[config.mk]
export PLATFORM = sky130hd
export DESIGN_NAME = tcvi_regfile
export DESIGN_NICKNAME = d
export VERILOG_FILES = /design/src/rtl/tcvi_pkg.sv /design/src/rtl/tcvi_ram.sv /design/src/rtl/tcvi_regfile.sv
export SDC_FILE = /design/constraint.sdc
export NUM_CORES = 1
export LEC_CHECK = 0
export BUFFER_PORTS_ARGS = -buffer_cell sky130_fd_sc_hd__buf_2
export CORE_UTILIZATION = 55
export CTS_CLUSTER_DIAMETER = 40
export CTS_CLUSTER_SIZE = 14
export DETAILED_ROUTE_END_ITERATION = 6
export PLACE_DENSITY = 0.72
export SYNTH_ARGS = -nofsm -noshare
export SYNTH_HDL_FRONTEND = slang
export SYNTH_HIERARCHICAL = 1
export SYNTH_SLANG_ARGS = --single-unit
[constraint.sdc]
create_clock -name i_clk -period 4.3 [get_ports i_clk]
set_input_delay 0.215 -clock i_clk [delete_from_list [all_inputs] [get_ports i_clk]]
set_output_delay 0.215 -clock i_clk [all_outputs]
set_load 0.005 [all_outputs]
[src/rtl/tcvi_pkg.sv]
// Shared types, constants and helpers of the tiny CPU with vectored interrupts
`default_nettype none

package tcvi_pkg;

    localparam int REGISTER_COUNT = 16;
    localparam int VECTOR_COUNT   = 256;

    localparam int RF_AW = (REGISTER_COUNT > 1) ? $clog2(REGISTER_COUNT) : 1;
    localparam int VT_AW = (VECTOR_COUNT > 1) ? $clog2(VECTOR_COUNT) : 1;

    localparam logic [7:0] OP_LOAD = 8'h90;
    localparam logic [7:0] OP_ADD  = 8'h58;
    localparam logic [7:0] OP_HALT = 8'hFF;

    localparam logic [31:0] LOAD_LEN    = 32'd6;
    localparam logic [31:0] ADD_LEN     = 32'd4;
    localparam logic [31:0] UNKNOWN_LEN = 32'd1;

    typedef enum logic [1:0] {
        ACT_EXEC   = 2'd0,
        ACT_IRQ    = 2'd1,
        ACT_RET    = 2'd2,
        ACT_SETVEC = 2'd3
    } t_action;

    typedef enum logic [2:0] {
        ST_DONE       = 3'd0,
        ST_HALTED     = 3'd1,
        ST_UNKNOWN    = 3'd2,
        ST_BADREG     = 3'd3,
        ST_NESTED     = 3'd4,
        ST_NOHANDLER  = 3'd5,
        ST_RETREFUSED = 3'd6,
        ST_VECSET     = 3'd7
    } t_status;

    typedef struct packed {
        t_action     action;
        logic [7:0]  opcode;
        logic [7:0]  dest_index;
        logic [7:0]  src_a_index;
        logic [7:0]  src_b_index;
        logic [31:0] immediate;
        logic [7:0]  vector_number;
        logic [31:0] handler_address;
    } t_item;

    typedef struct packed {
        logic [31:0] next_ip;
        logic        zero_out;
        logic        in_handler;
        logic [31:0] written_value;
        t_status     status;
    } t_result;

    typedef struct packed {
        logic             en;
        logic [RF_AW-1:0] addr_a;
        logic [RF_AW-1:0] addr_b;
    } t_rf_rd;

    typedef struct packed {
        logic             en;
        logic [RF_AW-1:0] addr;
        logic [31:0]      data;
    } t_rf_wr;

    typedef struct packed {
        logic             en;
        logic [VT_AW-1:0] addr;
    } t_vt_rd;

    typedef struct packed {
        logic             en;
        logic [VT_AW-1:0] addr;
        logic [31:0]      data;
    } t_vt_wr;

    function automatic logic reg_ok(input logic [7:0] idx);
        return {1'b0, idx} < 9'(REGISTER_COUNT);
    endfunction

    function automatic logic vec_ok(input logic [7:0] idx);
        return {1'b0, idx} < 9'(VECTOR_COUNT);
    endfunction

endpackage

`default_nettype wire

[src/rtl/tcvi_ram.sv]
// Generic single-write, single-read RAM with registered read data
`default_nettype none

module tcvi_ram #(
    parameter int WIDTH = 32,
    parameter int DEPTH = 16,
    localparam int AW = (DEPTH > 1) ? $clog2(DEPTH) : 1
) (
    input  wire logic             i_clk,
    input  wire logic             i_we,
    input  wire logic [AW-1:0]    i_waddr,
    input  wire logic [WIDTH-1:0] i_wdata,
    input  wire logic             i_re,
    input  wire logic [AW-1:0]    i_raddr,
    output logic      [WIDTH-1:0] o_rdata
);

    logic [WIDTH-1:0] r_mem [DEPTH];

    // read returns the old contents on a same-address write
    always_ff @(posedge i_clk) begin
        if (i_we) begin
            r_mem[i_waddr] <= i_wdata;
        end
        if (i_re) begin
            o_rdata <= r_mem[i_raddr];
        end
    end

endmodule

`default_nettype wire

[src/rtl/tcvi_regfile.sv]
// Register file: two RAM copies for two read ports, valid bits and write bypass
`default_nettype none

module tcvi_regfile
    import tcvi_pkg::*;
(
    input  wire logic   i_clk,
    input  wire logic   i_rst_n,
    input  wire t_rf_rd i_rd,
    input  wire t_rf_wr i_wr,
    output logic [31:0] o_data_a,
    output logic [31:0] o_data_b
);

    logic [31:0]               ram_a;
    logic [31:0]               ram_b;
    logic [REGISTER_COUNT-1:0] r_valid;
    logic                      r_fwd_vld;
    logic [RF_AW-1:0]          r_fwd_addr;
    logic [31:0]               r_fwd_data;
    logic [RF_AW-1:0]          r_rd_a;
    logic [RF_AW-1:0]          r_rd_b;

    tcvi_ram #(.WIDTH(32), .DEPTH(REGISTER_COUNT)) u_ram_a (
        .i_clk   (i_clk),
        .i_we    (i_wr.en),
        .i_waddr (i_wr.addr),
        .i_wdata (i_wr.data),
        .i_re    (i_rd.en),
        .i_raddr (i_rd.addr_a),
        .o_rdata (ram_a)
    );

    tcvi_ram #(.WIDTH(32), .DEPTH(REGISTER_COUNT)) u_ram_b (
        .i_clk   (i_clk),
        .i_we    (i_wr.en),
        .i_waddr (i_wr.addr),
        .i_wdata (i_wr.data),
        .i_re    (i_rd.en),
        .i_raddr (i_rd.addr_b),
        .o_rdata (ram_b)
    );

    always_ff @(posedge i_clk) begin
        if (!i_rst_n) begin
            r_valid   <= '0;
            r_fwd_vld <= 1'b0;
        end else if (i_wr.en) begin
            r_valid[i_wr.addr] <= 1'b1;
            r_fwd_vld          <= 1'b1;
        end
    end

    always_ff @(posedge i_clk) begin
        if (i_wr.en) begin
            r_fwd_addr <= i_wr.addr;
            r_fwd_data <= i_wr.data;
        end
        if (i_rd.en) begin
            r_rd_a <= i_rd.addr_a;
            r_rd_b <= i_rd.addr_b;
        end
    end

    // the latest write may have landed on the edge that sampled the read
    always_comb begin
        if (r_fwd_vld && r_fwd_addr == r_rd_a) begin
            o_data_a = r_fwd_data;
        end else if (r_valid[r_rd_a]) begin
            o_data_a = ram_a;
        end else begin
            o_data_a = '0;
        end
        if (r_fwd_vld && r_fwd_addr == r_rd_b) begin
            o_data_b = r_fwd_data;
        end else if (r_valid[r_rd_b]) begin
            o_data_b = ram_b;
        end else begin
            o_data_b = '0;
        end
    end

endmodule

`default_nettype wire

==> metrics.txt, run 1 <==
Initial Util=55.43%; Crit path largest cell delay=0.92 ns; Layout Nets=2203; Post-Syn Nets=2011; Min-Delay Path Class=in2reg; Pins Over Slew Limit=0; Rows=103; DIE AREA=80620 um^2; drt pass-1 iters=5; crit path max-delay cell type=o21ai_0; CTS tree=done; share of layout cells above drive strength 1=29.87%; peak supply drop=0.3028 mV; power per cell area=500.0 nW/um^2; Clock transition at path regs=0.06 ns; CTS max path bufs=3; largest net degree at the start of global routing=65; gpl congestion=0.9247; IO Count=112; ratio of final minimum period to clock period=83.56%; Die Height=283.9 um; Final Routed Wirelength=102.5 mm; Final Hold Fails=0; Worst Skew=0.02444 ns; routed vias/inst=6.554; WL per Instance=31.03 um; R2R cell count=3; Tmin final=3.593 ns; first-pass GRT wire length=149.4 mm; Vias=21.65k; syn_area_per_cell=22.27 um^2; Rel. slew slack=8.168%; clk sinks=1149; Synth-to-Final Area Change=14.88%; IO Port Bufs=111; worst endpoint required time=4.09 ns; Post-CTS Resized=0; register area share after synthesis=78.53%; Ant. Diodes=0; commonest non-fill, non-tap cell in the layout=edfxtp_1; Core ar.=78870 um^2; CP startpoint=r_rd_a[2]; worst-path cell chain=xnor2_1 -> nand3_1 -> o21ai_0 -> o2bb2ai_1 -> buf_2; gr usage total=25.86%; Slew @ Worst Pin=1.374 ns; final HPWL from detailed placement=57.46 mm; Leak Pwr=16.11 nW; number of global-route vias before repair=21.84k; Synth area leaders=edfxtp_1, mux4_2, a22oi_1, o2bb2ai_1, dfxtp_1; post-synth top area cell=edfxtp_1; number of remaining DRC errors=0; FMAX=0.2783 GHz; Worst Setup End Kind=output port; Yosys Warn Count=6; First DRT Iteration DRCs=2795; CTS H-tree depth=4; RR Endpoint=u_ram_a/o_rdata[7]; Max FO, Critical Path=23; worst r2r src=u_ram_a/r_mem[3][7]; total CTS buffers=130; Post-Synthesis Cells=1963; Syn Std Cell Area=43720 um^2; global route overflow=0; final antenna-violating net count=0; Util after Layout=63.68%; Die X=283.9 um; flop and latch count out of synthesis=1149; Worst-Skew Late Latency=0.71 ns; RSZ-0062 raised after global routing=false; TNS Setup=0 ns; initial antenna violation count=0; WS Path Type=reg2out; crit path DAT=3.38 ns; synth unique cells=28; Root Driver=clkbuf_16; Worst Setup Start Kind=register; final hold slack=0.05700 ns; end of the critical path=o_data_a[28]; outcome=finished, final reports clean; commonest non-fill, non-tap cells in the layout=edfxtp_1, mux4_2, clkbuf_16; Worst R2R Setup Slack=2.64 ns; count of final setup violators=0; Max Cap Viol=0; top-area cell type share of the netlist area=77.76%
[synthesized netlist by cell type]
cell type  number
edfxtp_1     1132
mux4_2        256
a22oi_1       128
nand2_1        70
o21ai_0        64
o2bb2ai_1      62
clkbuf_1       54
nor2_1         38
buf_4          22
buf_1          18
dfxtp_1        17
o21a_1         17
nor3_1         13
buf_2           8
mux4_1          8
xnor2_1         8
buf_6           6
buf_8           6
nand2b_1        6
nand3_1         6
nand3b_1        6
mux2i_1         4
nor2b_1         4
and2_1          2
mux2_4          2
nor3b_1         2
o2bb2ai_2       2
or3b_2          2
[where the power goes]
part	total (mW)	internal, mW	switching (mW)	leakage [nW]
Combinational	1.23	0.438	0.788	3.55
Clock	11.1	6.73	4.40	2.10
Sequential	12.8	12.6	0.126	10.5
Total	25.1	19.8	5.31	16.1
[timing repair]
action                     in CTS  in global routing
hold endpoints to repair       29                  0
setup endpoints to repair       0                  0
setup buffers                   0                  0
hold buffers                   10                  0
[critical path, delay by kind of cell (launching register included)]
family                 cells  cell delay, ns
AO/OA/AOI/OAI              2            1.10
AND/OR/NAND/NOR            1            0.69
flip-flops                 1            0.48
XOR/XNOR                   1            0.23
buffers and inverters      1            0.16
[flip-flops by register name (all words and copies together) (netlist names)]
| name | flops |
|---|---|
| r_rd_a | 4 |
| u_ram_a/r_mem | 512 |
| r_rd_b | 4 |
| r_fwd_data | 32 |
| u_ram_a/o_rdata | 32 |
| r_fwd_vld | 1 |
| r_valid | 16 |
| u_ram_b/r_mem | 512 |
| r_fwd_addr | 4 |
| u_ram_b/o_rdata | 32 |
[logic make-up after synthesis]
| group | after synthesis | synth area share, % |
|---|---|---|
| AOI/OAI and AO/OA | 273 | 4.533 |
| xor gates and xnor gates | 8 | 0.1603 |
| buffers and inverters | 114 | 1.448 |
| DFF | 1149 | 78.53 |
| muxes | 270 | 13.83 |
| and+or+nand+nor | 149 | 1.494 |
[final cells by class]
cell class | count | area, um^2
well taps | 1050 | 1314
flip-flops and latches | 1149 | 34330
repair buffers | 174 | 1179
fillers | 5118 | 28650
clock inverters | 87 | 969.7
clock buffers | 143 | 3407
multi-input cells | 700 | 9021
[routing by layer]
metal	GRT usage (%)	share of wire (%)	wire length (um)	vias to the layer above
met4	7.405	2.1	2103	0
met1	37.46	40	41350	11490
met3	6.109	9.7	9950	147
met2	39.79	48	49070	1246
li1	-	-	-	8762
met5	0	0	0	-
[worst min path at each step]
stage / to / cells after the start / from
floorplan: r_fwd_addr[0] / 0 / i_wr[32]
global placement: r_valid[1] / 1 / r_valid[1]
detailed placement: r_valid[1] / 1 / r_valid[1]
CTS: u_ram_a/r_mem[9][20] / 1 / i_wr[20]
global route: u_ram_a/r_mem[13][20] / 1 / i_wr[20]
finish: u_ram_a/r_mem[13][24] / 1 / i_wr[24]
[per-stage QoR]
stage / cells / area (um^2) / setup WS, ns / power, mW
floorplan: 1963 / 43720 / 0.9054 / 13.60
global placement: 3063 / 45750 / 1.622 / 14.15
detailed placement: 3063 / 45750 / 1.519 / 14.20
CTS: 3303 / 50220 / 0.7583 / 25.28
global route: 3303 / 50220 / 0.5204 / 25.77
finish: 3303 / 50220 / 0.7070 / 25.11
Power figures use the tool's default switching activity.
==> run 2: changes to the inputs <==
PLACE_DENSITY = 0.74   (was 0.72)
clock period = 3.2 ns   (was 4.3 ns; I/O delays follow)
==> metrics.txt, run 2 (same netlist as run 1, synthesis figures left out) <==
outcome=finished, final reports clean; Worst Setup Start Kind=register; worst r2r src=u_ram_a/r_mem[3][17]; Ant. Diodes=0; IO Port Bufs=111; FMAX=0.3179 GHz; crit path DAT=2.99 ns; DIE AREA=80620 um^2; IO Count=112; Cells on Worst Hold Path=1; drt pass-1 iters=6; worst endpoint required time=3.04 ns; TNS Setup=0 ns; global route overflow=0; Worst R2R Setup Slack=1.39 ns; ratio of final minimum period to clock period=98.32%; Max FO, Critical Path=32; Min-Delay Path Class=in2reg; CTS tree=done; Rows=103; Tmin final=3.146 ns; number of remaining DRC errors=0; CTS max path bufs=3; Max Cap Viol=0; R2R cell count=3; initial antenna violation count=3; Pins Over Slew Limit=0; RR Endpoint=u_ram_a/o_rdata[17]; WS Path Type=reg2out; clk sinks=1149; First DRT Iteration DRCs=2647; Rel. slew slack=26.27%; largest net degree at the start of global routing=50; final antenna-violating net count=0; Root Driver=clkbuf_16; share of layout cells above drive strength 1=30.90%; Layout Nets=2267; Final Routed Wirelength=104.1 mm; top flop regs=u_ram_a/r_mem x512, u_ram_b/r_mem x512; WL per Instance=30.86 um; Initial Util=55.43%; final HPWL from detailed placement=57.25 mm; Worst-Skew Late Latency=0.73 ns; worst hold start=i_wr[12]; Worst Skew=0.03001 ns; commonest non-fill, non-tap cell in the layout=edfxtp_1; Die Height=283.9 um; first-pass GRT wire length=151.6 mm; CTS H-tree depth=4; gr usage total=26.21%; Slew @ Worst Pin=1.104 ns; number of global-route vias before repair=22.56k; Die X=283.9 um; Synth-to-Final Area Change=16.97%; Util after Layout=64.84%; Worst Setup End Kind=output port; peak supply drop=0.4354 mV; commonest non-fill, non-tap cells in the layout=edfxtp_1, mux4_2, clkbuf_16; total CTS buffers=135; hold endpoint=u_ram_b/r_mem[7][12]; Core ar.=78870 um^2; RSZ-0062 raised after global routing=false; Clock transition at path regs=0.06 ns; Final Hold Fails=0; Leak Pwr=16.54 nW; routed vias/inst=6.571; count of final setup violators=0; postcts setup bufs=0; power per cell area=672.2 nW/um^2; Vias=22.17k; gpl congestion=0.8891
## run 2: critical path, stage by stage (launching register included)
cell and delay [ns]:
edfxtp_1 0.48, mux4_1 0.61, mux2i_1 0.22, mux2_4 0.50
o2bb2ai_1 0.23, buf_2 0.19
## run 2: final cells by class
cell class / instances / area (um^2)
well taps: 1050 / 1314
fillers: 4979 / 27730
multi-input cells: 700 / 9055
flip-flops and latches: 1149 / 34330
repair buffers: 233 / 1837
clock buffers: 152 / 3548
clock inverters: 90 / 1051
## run 2: through the flow
stage                     power (mW)  setup WS [ns]  hold slack, ns  instances  area [um^2]
final                          34.37        0.05389         0.01467       3374        51140
after global routing           35.27       0.004643         0.01596       3374        51140
after detailed placement       19.11         0.6399          0.4741       3096        46160
after global placement         19.04         0.7330          0.4595       3096        46160
after floorplan                18.28         0.1607          0.2589       1963        43730
after CTS                      34.53        0.06165        0.001124       3374        51120
## run 2: where the power goes
group | total, mW | switching [mW] | internal [mW]
registers | 17.1 | 0.172 | 17.0
logic | 1.72 | 1.09 | 0.636
clock network | 15.5 | 6.17 | 9.33
## run 2: routing by layer
layer / share of wire [%] / routed length [um] / up-vias / track usage, %
li1: - / - / 8913 / -
met1: 39 / 40490 / 11710 / 36.85
met3: 10 / 10700 / 166 / 6.487
met5: 0 / 0 / - / 0
met2: 49 / 50590 / 1387 / 41.11
met4: 2.2 / 2330 / 0 / 7.851
## run 2: repair_timing
| action | CTS | global route |
|---|---|---|
| gates resized for setup | 1 | 4 |
| endpoints found under the hold margin | 727 | 0 |
| endpoints found under the setup margin | 9 | 6 |
| hold buffers | 36 | 0 |
## run 2: worst max-delay path by stage
stage | start | endpoint | slack, ns | depth (start not counted)
global route | r_rd_a[0] | o_data_a[29] | 0.005 | 5
floorplan | i_wr[34] | u_ram_a/r_mem[8][0] | 0.16 | 2
finish | r_rd_a[0] | o_data_a[29] | 0.05 | 5
detailed placement | r_rd_a[2] | o_data_a[26] | 0.64 | 6
CTS | r_rd_a[0] | o_data_a[24] | 0.06 | 5
global placement | r_rd_a[2] | o_data_a[26] | 0.73 | 6
==> run 3: changes to the inputs <==
CORE_MARGIN = 2   (was default)
==> metrics.txt, run 3 (same netlist as run 1, synthesis figures left out) <==
ratio of final minimum period to clock period=96.08%; Layout Nets=2275; Ant. Diodes=0; Die X=285.9 um; Slew @ Worst Pin=1.034 ns; R2R cell count=3; Initial Util=55.43%; Final Hold Fails=0; worst hold start=i_wr[7]; Worst Setup Start Kind=register; top flop regs=u_ram_a/r_mem x512, u_ram_b/r_mem x512; IO Count=112; Worst Skew=0.03152 ns; total CTS buffers=131; non-filler instance count after layout=3384; fin worst setup slack=0.1254 ns; gr usage total=26.23%; Worst R2R Setup Slack=1.57 ns; Final Routed Wirelength=105.2 mm; gpl congestion=0.9145; CTS H-tree depth=4; routed vias/inst=6.594; final antenna-violating net count=0; Min-Delay Path Class=in2reg; Worst Setup End Kind=output port; TNS Setup=0 ns; Root Driver=clkbuf_16; CTS max path bufs=3; critical path's top delay family=multiplexers; Rows=103; crit path max-delay cell type=mux4_1; clk sinks=1149; FMAX=0.3252 GHz; crit path DAT=2.91 ns; Critical Path Stages=5; worst r2r src=u_ram_a/r_mem[11][7]; commonest non-fill, non-tap cells in the layout=edfxtp_1, mux4_2, clkbuf_16; outcome=finished, final reports clean; Clock transition at path regs=0.06 ns; CP bufs+invs=1; count of final setup violators=0; commonest non-fill, non-tap cell in the layout=edfxtp_1; CTS tree=done; Synth-to-Final Area Change=16.89%; Die Height=285.9 um; Max Cap Viol=0; IO Port Bufs=111; first-pass GRT wire length=153.2 mm; hold endpoint=u_ram_b/r_mem[13][7]; peak supply drop=0.5138 mV; drt pass-1 iters=5; Leak Pwr=16.55 nW; Worst-Skew Late Latency=0.73 ns; Vias=22.31k; WS Path Type=reg2out; Rel. slew slack=31.06%; initial antenna violation count=4; Crit path largest cell delay=0.61 ns; Pwr Total=33.97 mW; Max FO, Critical Path=32; Tmin final=3.075 ns; Pins Over Slew Limit=0; Util after Layout=64.79%; Cells on Worst Hold Path=1; DIE AREA=81760 um^2; global route overflow=0; Placed Instances=3102; final HPWL from detailed placement=58.82 mm; share of layout cells above drive strength 1=31.11%; DP Worst Slack=0.6201 ns; worst endpoint required time=3.04 ns; RR Endpoint=u_ram_a/o_rdata[7]; power per cell area=664.7 nW/um^2; number of remaining DRC errors=0; Core ar.=78870 um^2; largest net degree at the start of global routing=54; worst-path cell chain=mux4_1 -> mux2i_1 -> mux2_4 -> o2bb2ai_1 -> buf_2; WL per Instance=31.08 um; number of global-route vias before repair=22.66k; RSZ-0062 raised after global routing=false; First DRT Iteration DRCs=2877
## run 3: area by class of cell
type	count	area [um^2]
sequential	1149	34330
clock inverter	91	968.4
tap	1050	1314
clock buffer	149	3473
multi-input combinational	700	9067
fill	4966	27770
timing repair buffer	245	1946
## run 3: worst max-delay path by stage
stage	start	to	slack (ns)
finish	r_rd_a[0]	o_data_a[28]	0.13
global route	r_rd_b[2]	o_data_b[28]	0.02
CTS	r_rd_b[2]	o_data_b[28]	0.01
detailed placement	r_rd_b[2]	o_data_b[28]	0.62
global placement	r_rd_b[2]	o_data_b[28]	0.68
floorplan	i_wr[34]	u_ram_a/r_mem[8][0]	0.16
## run 3: through the flow
| stage | cell area [um^2] | hold WS, ns |
|---|---|---|
| after floorplan | 43730 | 0.2589 |
| after global placement | 46200 | 0.4574 |
| after detailed placement | 46200 | 0.4626 |
| after CTS | 51070 | 0.01249 |
| after global routing | 51100 | 0.04079 |
| final | 51100 | 0.03260 |
## run 3: layer usage
layer,part of all wire (%),global-route usage [%],vias up
met1,39,37.03,11750
met4,2.7,8.874,4
met2,47,40.51,1428
met3,11,6.834,195
li1,-,-,8936
met5,0.023,0,-
## run 3: power breakdown
part	internal [mW]	total, mW	switching (mW)	leakage (nW)
sequential	17.0	17.2	0.186	10.5
clock	8.99	15.1	6.12	2.15
combinational	0.645	1.71	1.06	3.94
## run 3: what timing repair did
action | 4_1_cts | 5_1_grt
hold buffers | 42 | 0
endpoints found under the setup margin | 5 | 17
pin swaps | 0 | 0
setup buffers | 0 | 0
gates resized for setup | 2 | 5
gates cloned | 0 | 0
hold endpoints to repair | 967 | 0
